==> src/design/sfsc_pkg.sv <==
// Shared types, constants and arithmetic helpers of the stereo filter and saturation chain.
package sfsc_pkg;

	localparam int SAMPLE_BITS = 24;
	localparam int COEFF_BITS  = 20;
	localparam int CHANNELS    = 2;
	localparam int DELAY_BITS  = 32;
	localparam int SFRAC       = SAMPLE_BITS - 1;
	localparam int CFRAC       = COEFF_BITS - 2;
	localparam int GUARD       = 4;
	localparam int STATE_SHIFT = CFRAC - GUARD;
	localparam int CFG_BITS    = 3 * COEFF_BITS;
	localparam int CFG_ADDR_BITS = 3;
	localparam int GAIN_BITS   = 16;
	localparam int BLEND_BITS  = 17;
	localparam int MUL_BITS    = SAMPLE_BITS + 3;
	localparam int WIDE_BITS   = 2 * MUL_BITS;

	typedef logic signed [SAMPLE_BITS-1:0] sample_t;
	typedef logic signed [COEFF_BITS-1:0]  coeff_t;
	typedef logic signed [DELAY_BITS-1:0]  delay_t;
	typedef logic signed [WIDE_BITS-1:0]   wide_t;

	localparam logic [BLEND_BITS-1:0] BLEND_ONE = BLEND_BITS'(65536);

	// Register indexes of the configuration port
	typedef enum logic [CFG_ADDR_BITS-1:0] {
		REG_HIGHPASS = 3'd0,
		REG_TILT     = 3'd1,
		REG_DRIVE    = 3'd2,
		REG_GLUE     = 3'd3,
		REG_MIX      = 3'd4,
		REG_TRIM     = 3'd5
	} cfg_reg_t;

	typedef struct packed {
		coeff_t                hb0;
		coeff_t                ha1;
		coeff_t                ha2;
		coeff_t                tb0;
		coeff_t                ta1;
		coeff_t                ta2;
		logic [GAIN_BITS-1:0]  drive;
		logic [BLEND_BITS-1:0] glue;
		logic [BLEND_BITS-1:0] mix;
		logic [GAIN_BITS-1:0]  trim;
	} cfg_t;

	typedef struct packed {
		logic    done;
		sample_t res;
	} lane_out_t;

	// Round half up, then drop n fraction bits
	function automatic wide_t rshr(input wide_t v, input int n);
		wide_t h;
		h = wide_t'(1) <<< (n - 1);
		return (v + h) >>> n;
	endfunction

	function automatic sample_t sat_sample(input wide_t v);
		wide_t hi;
		wide_t lo;
		hi = (wide_t'(1) <<< SFRAC) - wide_t'(1);
		lo = -hi - wide_t'(1);
		if (v > hi)
			return sample_t'(hi);
		else if (v < lo)
			return sample_t'(lo);
		else
			return v[SAMPLE_BITS-1:0];
	endfunction

	function automatic delay_t sat_delay(input wide_t v);
		wide_t hi;
		wide_t lo;
		hi = (wide_t'(1) <<< (DELAY_BITS - 1)) - wide_t'(1);
		lo = -hi - wide_t'(1);
		if (v > hi)
			return delay_t'(hi);
		else if (v < lo)
			return delay_t'(lo);
		else
			return v[DELAY_BITS-1:0];
	endfunction

endpackage

==> src/design/sfsc_merge.sv <==
// Output stage: gathers the lane results into one item and holds it until taken.
module sfsc_merge (
	input  logic                clk,
	input  logic                arst_n,
	input  sfsc_pkg::lane_out_t lanes [sfsc_pkg::CHANNELS],
	input  logic                out_ready,
	output logic                out_valid,
	output sfsc_pkg::sample_t   out_data [sfsc_pkg::CHANNELS],
	output logic                ack
);

	logic all_done;
	logic valid_q;

	// Load when every lane is finished and the slot is free or being taken
	always_comb begin
		all_done = 1'b1;
		for (int i = 0; i < sfsc_pkg::CHANNELS; i++)
			all_done = all_done & lanes[i].done;
		ack = all_done && (!valid_q || out_ready);
	end

	always_ff @(posedge clk or negedge arst_n) begin
		if (!arst_n)
			valid_q <= 1'b0;
		else if (ack)
			valid_q <= 1'b1;
		else if (out_ready)
			valid_q <= 1'b0;
	end

	always_ff @(posedge clk) begin
		if (ack) begin
			for (int i = 0; i < sfsc_pkg::CHANNELS; i++)
				out_data[i] <= lanes[i].res;
		end
	end

	assign out_valid = valid_q;

endmodule
==> config.mk <==
export PLATFORM = sky130hd
export DESIGN_NAME = sfsc_merge
export DESIGN_NICKNAME = d
export VERILOG_FILES = /design/src/design/sfsc_pkg.sv /design/src/design/sfsc_merge.sv
export SDC_FILE = /design/constraint.sdc
export NUM_CORES = 1
export LEC_CHECK = 0
export ABC_AREA = 1
export BUFFER_PORTS_ARGS = -buffer_cell sky130_fd_sc_hd__buf_4
export CORE_MARGIN = 2
export CORE_UTILIZATION = 40
export CTS_CLUSTER_DIAMETER = 100
export CTS_CLUSTER_SIZE = 28
export DETAILED_ROUTE_END_ITERATION = 16
export GPL_TIMING_DRIVEN = 0
export PLACE_DENSITY_LB_ADDON = 0.15
export REMOVE_ABC_BUFFERS = 1
export SETUP_SLACK_MARGIN = 0.5
export SLEW_MARGIN = 10
export SYNTH_ARGS = -nofsm -noshare
export SYNTH_HDL_FRONTEND = slang
export SYNTH_SLANG_ARGS = --single-unit
==> constraint.sdc <==
create_clock -name clk -period 2.8 [get_ports clk]
set_input_delay 0.28 -clock clk [delete_from_list [all_inputs] [get_ports clk]]
set_output_delay 0.28 -clock clk [all_outputs]
set_load 0.02 [all_outputs]
==> results of run 1 <==
==> sequential cells by signal, summed over array words and instances, names as in the netlist <==
name	cells
out_data	48
out_valid	1
==> metrics by stage <==
| stage | util (%) | cell area [um^2] | hold slack, ps | setup TNS [ps] | instances |
|---|---|---|---|---|---|
| final | 67.9 | 2470 | 161 | 0 | 214 |
| after global routing | 67.9 | 2470 | 135 | 0 | 214 |
| after CTS | 67.9 | 2470 | 150 | 0 | 214 |
| after detailed placement | 64.7 | 2350 | 58.4 | 0 | 205 |
| after global placement | 63.7 | 2320 | 55.5 | -82.1 | 204 |
| after floorplan | - | 1490 | -15.6 | 0 | 54 |
==> metal layers <==
layer,vias up,part of all wire [%],global-route usage [%]
li1,432,-,-
met4,0,0.80,7.03
met2,61,53,23.6
met3,2,14,8.33
met5,-,0,0
met1,416,32,13.4
==> Yosys cell counts (all sizes together) <==
cell	count
edfxtp	48
nand2	3
a21oi	1
dfrtp	1
inv	1
==> critical path: cells and delay by family (launching register included) <==
family          cells  cell delay [ps]
compound gates      1              640
buf+inv             1              270
flops               1              430
==> worst min-delay path by stage <==
stage / from / end / cells past startpoint
2_1_floorplan: arst_n / out_valid / 0
3_3_place_gp: arst_n / out_valid / 1
3_5_place_dp: arst_n / out_valid / 1
4_1_cts: lanes[8] / out_data[8] / 1
5_1_grt: lanes[19] / out_data[19] / 1
6_report: lanes[30] / out_data[29] / 1
==> report_power, final <==
| part | total (uW) | switching, uW | internal, uW | leakage (uW) |
|---|---|---|---|---|
| logic | 162 | 75.0 | 86.8 | 0.000524 |
| clock network | 475 | 212 | 264 | 0.0000528 |
| registers | 852 | 9.05 | 843 | 0.000459 |
| total | 1490 | 296 | 1190 | 0.00104 |
==> kinds of logic after synthesis <==
logic type	count (synthesis)
flip-flops	49
AND/OR/NAND/NOR	3
AO/OA/AOI/OAI	1
buffers and inverters	1
==> final cells by class <==
class                      instances  area (um^2)
multi-input combinational          4         27.5
tap                               48         60.1
clock inverter                     2         33.8
fill                             272         1170
clock buffer                       6         72.6
sequential                        49         1470
timing repair buffer             104          803
inverter                           1         3.75
==> results.md, run 1 <==
* Pleak at about 0.0010 uW
* Ys Warns at 0
* Root Buffer: clkbuf_8
* Largest net degree at the start of global routing at 28
* Setup Viol. Count Final at 0
* Share of layout cells above drive strength 1 at about two thirds
* Number of global-route vias before repair at ~890
* Drt drc at 0
* Die Y at roughly 65 um
* Setup WS post-layout at 892 ps
* Pwr Total at around 1500 uW
* Post-synthesis adder-cell area fraction at 0%
* Period minus WS final at about 1900 ps
* Critical Path End: ack
* Pwr per Cell Area at roughly 600 mW/mm^2
* Run status: finished, final reports clean
* Clock insertion delay at the later pin of the skew report at just under 300 ps
* Worst-Margin Slew at just under 800 ps
* Reg2Reg Setup Slack at roughly 1200 ps
* First-pass GRT wire length at ~4100 um
* Fmax at approximately 520 MHz
* Vias at a little over 900
* Fin Clk Skew at about 5.1 ps
* Worst-path clk slew at ~80 ps
* Total Wirelength at roughly 2900 um
* Routed wire per std cell at 13.5 um
* RR Startpoint: out_valid
* Cell Area, Synth at between 0.001 and 0.0015 mm^2
* PortBufs at ~100
* Synth cell types at 5
* Synth Area in XOR/XNOR at 0%
* Max-Cap Viols at 0
* Max H-tree Level at 2
* First DRT Iteration DRCs at 44
* Crit. End Element: output port
* Clock sink total at 49
* Mapped Cells at between 50 and 60
* Most common cell after layout, fill and taps aside: buf_4
* Critical Path Slowest Stage Cell: a21oi_4
* Mux cell area share after synthesis at 0%
* Post-route ant nets at 0
* CTS Hold Buffers Added at 1
* CTS tree: done
* Nets at 218
* Max incr delay on CP at between 600 and 700 ps
* Area leader, netlist: edfxtp_1
* CP max FO at 23
* Inserted Clock Buffers at 5
* Post-synthesis sequential area ratio at between 90 and 100%
* Gr usage total at 14.0%
* Hold Fails Final Rpt at 0
* Post-Synth Simple-Gate Area at less than 1%
* Synthesized flop and latch total at 49
* Drt pass-1 iters at 3
* Max-slew violations at 0
* Synth area leaders: edfxtp_1, dfrtp_1, nand2_1, a21oi_2, inv_1
* Die footprint at approximately 0.0042 mm^2
* CP Launch Type: flip-flop
* Area Growth Syn to Fin at 65.6%
* Clock Path Buffers at 2
* Top cell type's share of synthesized area at 96.7%
* Gp weighted congestion at 0.604
* Core area at approximately 0.0036 mm^2
* Total gr overflow at 0
* Final period utilization at 68.2%
* Cts repair resizes at 0
* Commonest cells after routing, fill and taps aside: buf_4, edfxtp_1, clkbuf_8
* Critical Path Start: out_valid
* Die width at 65.0 um
* Reg-to-Reg End: out_data[44]
* Compound-Gate Fraction of Synth Area at less than 1%
* Dpl ws at approximately 1100 ps
* CP required at 2520 ps
* Crit path cell chain: a21oi_4 > buf_4
* Largest family of logic cells by synthesized area: simple AND/OR/NAND/NOR gates
* Unrepaired setup endpoints after global routing: no
* Io pins at between 100 and 150
* Initial antenna violation count at 0
* Relative slew slack at 48.5%
* Worst r2r path cells at 2
* Row cnt at 22
* VDD IR max at ~0.41 mV
* Initial core utilization at 41.0%
* Via/cell ratio at 4.26
* Post-Syn Area per Cell at 27.6 um^2
* Crit Path Class: reg -> out
* Antenna cells at 0
* Worst min-delay path category: in -> reg
* Crit path DAT at between 1500 and 2000 ps
* Postcts setup bufs at 0
No activity file was read; power rests on OpenSTA's default activity.
==> run 2: changes to the inputs <==
Settings changed: CORE_UTILIZATION 40 to 36.
Clock period 2.8 ns to 1.73 ns, I/O delays scaled along.
==> results.md, run 2 (synthesis results as in run 1) <==
* Crit path DAT at 1260 ps (-370 ps)
* Gp weighted congestion at 0.613 (+1.5%)
* Setup Viol. Count Final at 0 (unchanged)
* Area Growth Syn to Fin at 69.3%
* WHS at 57.5 ps (-103 ps)
* Crit Path Class: reg -> reg
* Register Area at 0.00147 mm^2 (about the same)
* First-pass GRT wire length at 4160 um (+1.0%)
* Drt drc at 0 (unchanged)
* Relative slew slack at 59.4% (+11 points)
* Core area at 0.00400 mm^2 (+10%)
* CP required at 1650 ps (-870 ps)
* Filler cells at 305 (+12%)
* Critical Path Start: out_valid
* First DRT Iteration DRCs at 52 (+18%)
* Period minus WS final at between 1000 and 1500 ps
* Die footprint at 0.00467 mm^2 (+10%)
* Antenna cells at 0 (unchanged)
* Critical Path Slowest Stage Cell: a21oi_2
* Largest net degree at the start of global routing at 15 (-46%)
* Most common cell after layout, fill and taps aside: buf_4
* Number of global-route vias before repair at 900 (+1.7%)
* CTS tree: done
* Multi-input logic area at 36.3 um^2 (+32%)
* Crit path cell chain: a21oi_2
* VDD IR max at 0.577 mV (+42%)
* Clock Path Buffers at 2 (unchanged)
* Pwr per Cell Area at 902 mW/mm^2 (+49%)
* Drt pass-1 iters at 2 (-1)
* Root Buffer: clkbuf_8
* Commonest cells after routing, fill and taps aside: buf_4, edfxtp_1, clkbuf_8
* Biggest register: out_data
* Crit. End Element: flip-flop
* Max reg flops at 48 (unchanged)
* Vias at 945 (+3.7%)
* Clock insertion delay at the later pin of the skew report at 280 ps (about the same)
* Initial antenna violation count at 0 (unchanged)
* Io pins at 103 (unchanged)
* Final period utilization at roughly 77%
* Max H-tree Level at 2 (unchanged)
* Pleak at 0.00106 uW (+2.4%)
* CP top delay family: compound AO/OA/AOI/OAI gates
* Routed wire per std cell at 14.0 um (+4.1%)
* Worst-Margin Slew at 609 ps (-162 ps)
* Final Util at 63.1% (-4.8 points)
* Fin Clk Skew at 4.58 ps (-0.480 ps)
* CP max FO at 10 (-57%)
* Worst min-delay path category: in -> reg
* Die Y at 68.3 um (+5.1%)
* Gr usage total at 13.2% (-0.82 points)
* TNS Setup at 0 ps (unchanged)
* Inserted Clock Buffers at 5 (unchanged)
* Worst-path clk slew at 80 ps (about the same)
* Nets at 225 (+3.2%)
* RR Startpoint: out_valid
* PortBufs at 102 (unchanged)
* Max-Cap Viols at 0 (unchanged)
* Fmax at ~750 MHz
* Via/cell ratio at 4.24 (-0.45%)
* Hold Fails Final Rpt at 0 (unchanged)
* Max-slew violations at 0 (unchanged)
* Share of layout cells above drive strength 1 at 67.6% (+1.4 points)
* Clock sink total at 49 (unchanged)
* Hold_sp: lanes[39]
* Run status: finished, final reports clean
* Die width at 68.3 um (+5.1%)
* Buffers and inverters on the worst path at 0 (-1)
* Row cnt at 23 (+4.5%)
* Unrepaired setup endpoints after global routing: yes
* CP Launch Type: flip-flop
* Post-route ant nets at 0 (unchanged)
* Max incr delay on CP at 520 ps (-120 ps)
* Total gr overflow at 0 (unchanged)
* Initial core utilization at 37.3% (-3.8 points)
* Total Wirelength at 3130 um (+8.5%)
-- run 2: cell count changes in the layout (fill, tap and decap cells not counted), sizes merged --
| cell | change |
|---|---|
| a21oi | +1 |
| bufinv | -1 |
| clkinv | -1 |
| buf | +6 |
| clkbuf | +2 |
-- run 2: cell type report --
type	count	share of cell area (%)
multi-input combinational	5	1.44
sequential	49	58.2
clock buffer	8	3.17
inverter	1	0.149
tap	50	2.48
timing repair buffer	110	34.6
-- run 2: path summary, 6_finish.rpt --
check	to	slack [ps]	depth (start not counted)
max	out_data[47]	390	1
min	out_data[38]	60	1
max reg2reg	out_data[47]	390	1
min reg2reg	out_valid	690	3
max in group asynchronous	out_valid	1450	2
min in group asynchronous	out_valid	190	2
-- run 2: stage by stage --
stage               cell area (um^2)  std cells  total power, uW  setup WS [ps]
finish                          2520        223             2270            395
global route                    2520        223             2370            348
CTS                             2520        222             2300            388
detailed placement              2350        207             1670           87.7
global placement                2320        206             1650           -947
floorplan                       1490         54             1490           -688
-- run 2: report_power, final --
part	internal, uW	switching (uW)
combinational	158	130
clock	287	320
sequential	1360	16.8
-- run 2: routing by layer --
metal / global-route usage (%) / up-vias / routed length [um]
met3: 5.26 / 3 / 277
met4: 5.25 / 0 / 21
met1: 13.5 / 440 / 1070
li1: - / 451 / -
met5: 0 / - / 0
met2: 23.8 / 51 / 1760
-- run 2: timing repair --
action	in CTS	in global routing
gates resized for setup	3	2
buffers inserted	4	1
setup endpoints to repair	49	37
pin swaps	1	0
hold buffers	1	0
cloned	2	0
hold endpoints to repair	1	0
==> run 3: changes to the inputs <==
Settings changed: ABC_AREA 1 to 0.
Clock period 1.73 ns to 1.2 ns, I/O delays scaled along.
==> results.md, run 3 <==
* Synth area leaders: edfxtp_1, dfrtp_1, a21oi_2, o21ai_2, inv_1
* Die width at 68.4 um (+0.15%)
* Row cnt at 23 (unchanged)
* Failing checks: negative hold slack, negative setup slack
* Die footprint at 0.00468 mm^2 (+0.31%)
* CP max FO at 3 (-7)
* Pwr per Cell Area at 1230 mW/mm^2 (+37%)
* Largest net degree at the start of global routing at 15 (unchanged)
* Initial core utilization at 37.4% (+0.13 points)
* Post-Syn Area per Cell at 27.7 um^2 (+0.34%)
* Dpl ws at -428 ps (-516 ps)
* VDD IR max at 0.980 mV (+70%)
* Hold Fails Final Rpt at 1 (+1)
* Worst-Margin Slew at 264 ps (-345 ps)
* Gr usage total at 14.5% (+1.3 points)
* Relative slew slack at 82.4% (+23 points)
* Top cell type's share of synthesized area at 96.4% (-0.32 points)
* First-pass GRT wire length at 4620 um (+11%)
* Number of global-route vias before repair at 988 (+9.8%)
* WHS at -0.408 ps (-57.9 ps)
* Final period utilization at 106%
* Initial antenna violation count at 0 (unchanged)
* Clock insertion delay at the later pin of the skew report at 290 ps (about the same)
* Area leader, netlist: edfxtp_1
* Total Wirelength at 3380 um (+8.0%)
* Root Buffer: clkbuf_8
* Biggest register: out_data
* Drt pass-1 iters at 4 (+2)
* Total gr overflow at 0 (unchanged)
* Setup WS post-layout at -72.4 ps (-467 ps)
* Crit Path Class: reg -> out
* Synth cell types at 6 (+1)
* Inserted Clock Buffers at 5 (unchanged)
* CP Launch Type: flip-flop
* Period minus WS final at roughly 1300 ps
* Share of layout cells above drive strength 1 at 69.5% (+1.9 points)
* Core area at 0.00400 mm^2 (unchanged)
* CTS Hold Buffers Added at 1 (unchanged)
* Post-synthesis sequential area ratio at 98.1% (-0.33 points)
* Max-Cap Viols at 0 (unchanged)
* Critical Path Start: out_valid
* Top-count cell post-synth: edfxtp_1
* Max H-tree Level at 2 (unchanged)
* Max reg flops at 48 (unchanged)
* Most common flop cell mapped by yosys: edfxtp_1
* Fin Clk Skew at 5.69 ps (+1.11 ps)
* Pleak at 0.00117 uW (+9.9%)
* Nets at 229 (+1.8%)
* Most common cell after layout, fill and taps aside: buf_4
* Pwr Total at 3460 uW (+52%)
* Crit. End Element: output port
* PortBufs at 102 (unchanged)
* Hold_sp: lanes[21]
* Run status: finished, violations left
* Die Y at 68.4 um (+0.15%)
* Commonest cells after routing, fill and taps aside: buf_4, buf_6, edfxtp_1
* Final Util at 70.2% (+7.1 points)
* Mapped Cells at 54 (unchanged)
* Max-slew violations at 0 (unchanged)
* Dpl cell area at 0.00236 mm^2 (+0.53%)
* Setup Viol. Count Final at 2 (+2)
* Drt drc at 0 (unchanged)
* CTS tree: done
* Fmax at 786 MHz
* Final HPWL DP at approximately 2200 um
* Via/cell ratio at 4.30 (+1.5%)
* Post-synth EDFFs at 48 (unchanged)
* CP required at 1080 ps (-570 ps)
* Cell Area, Synth at 0.00150 mm^2 (+0.34%)
* Unrepaired setup endpoints after global routing: yes
* Worst-path clk slew at 80 ps (about the same)
* Synthesized flop and latch total at 49 (unchanged)
* RR Startpoint: out_valid
* Io pins at 103 (unchanged)
* Gp weighted congestion at 0.643 (+4.9%)
* Asr flop ratio synth at 2.04% (unchanged)
* Clock Path Buffers at 2 (unchanged)
* Post-route ant nets at 0 (unchanged)
* Fin area at 0.00281 mm^2 (+11%)
* First DRT Iteration DRCs at 32 (-38%)
* Vias at 976 (+3.3%)
* Worst min-delay path category: in -> reg
* Antenna cells at 0 (unchanged)
* Ys Warns at 0 (unchanged)
* Clock sink total at 49 (unchanged)
* Top cells by count, synth: edfxtp_1, inv_1
* Crit path DAT at 1150 ps (-110 ps)
* Routed wire per std cell at 14.9 um (+6.1%)
* Area Growth Syn to Fin at 87.8%
## run 3: final cells by class
type	instances	area, um^2
clock buffer	8	90.1
fill	301	1190
inverter	2	7.51
multi-input combinational	4	45.0
sequential	49	1470
tap	50	62.6
timing repair buffer	114	1130
## run 3: worst max-delay path: stages (launching register included)
cell and delay, ps:
dfrtp_2 420, a21oi_4 180, clkbuf_16 170, buf_8 100
## run 3: cell families (layout without fill, tap and decap cells)
logic type	after synthesis	count (layout)	share of synthesized area (%)
AOI/OAI and AO/OA	2	3	1.17
buffers and inverters	2	124	0.502
DFF	49	49	98.1
and+or+nand+nor	1	1	0.251
## run 3: worst paths after layout
check	to	slack [ps]	depth (start not counted)
worst max-delay path	ack	-70	3
worst min-delay path	out_data[21]	-0.4	1
worst max register to register	out_data[41]	20	3
worst min register to register	out_valid	790	4
max in group asynchronous	out_valid	980	2
min in group asynchronous	out_valid	130	2
## run 3: timing repair
item                                   4_1_cts  5_1_grt
setup buffers                                7        1
gates resized for setup                     57        6
pin swaps                                    2        1
setup endpoints to repair                   98       99
gates cloned                                 3        0
endpoints found under the hold margin       45       43
## run 3: metrics by stage
step                      TNS (ps)  cells  hold WS, ps
after detailed placement    -16850    207         -103
after floorplan             -59360     54         -176
after global placement      -67760    206         -104
final                         -129    227       -0.408
after CTS                    -1080    226        -15.7
after global routing          -240    227        -14.0
## run 3: power breakdown
group          internal, uW  leakage [uW]  switching [uW]
Combinational           297      0.000662             202
Sequential             1970      0.000458            32.4
Clock                   470     0.0000455             487
## run 3: routing by layer
metal | GRT usage [%] | up-vias | wire length [um]
met5 | 0 | - | 0
met4 | 8.25 | 0 | 40
met3 | 5.10 | 4 | 287
met2 | 26.6 | 47 | 1970
met1 | 13.8 | 468 | 1080
li1 | - | 457 | -
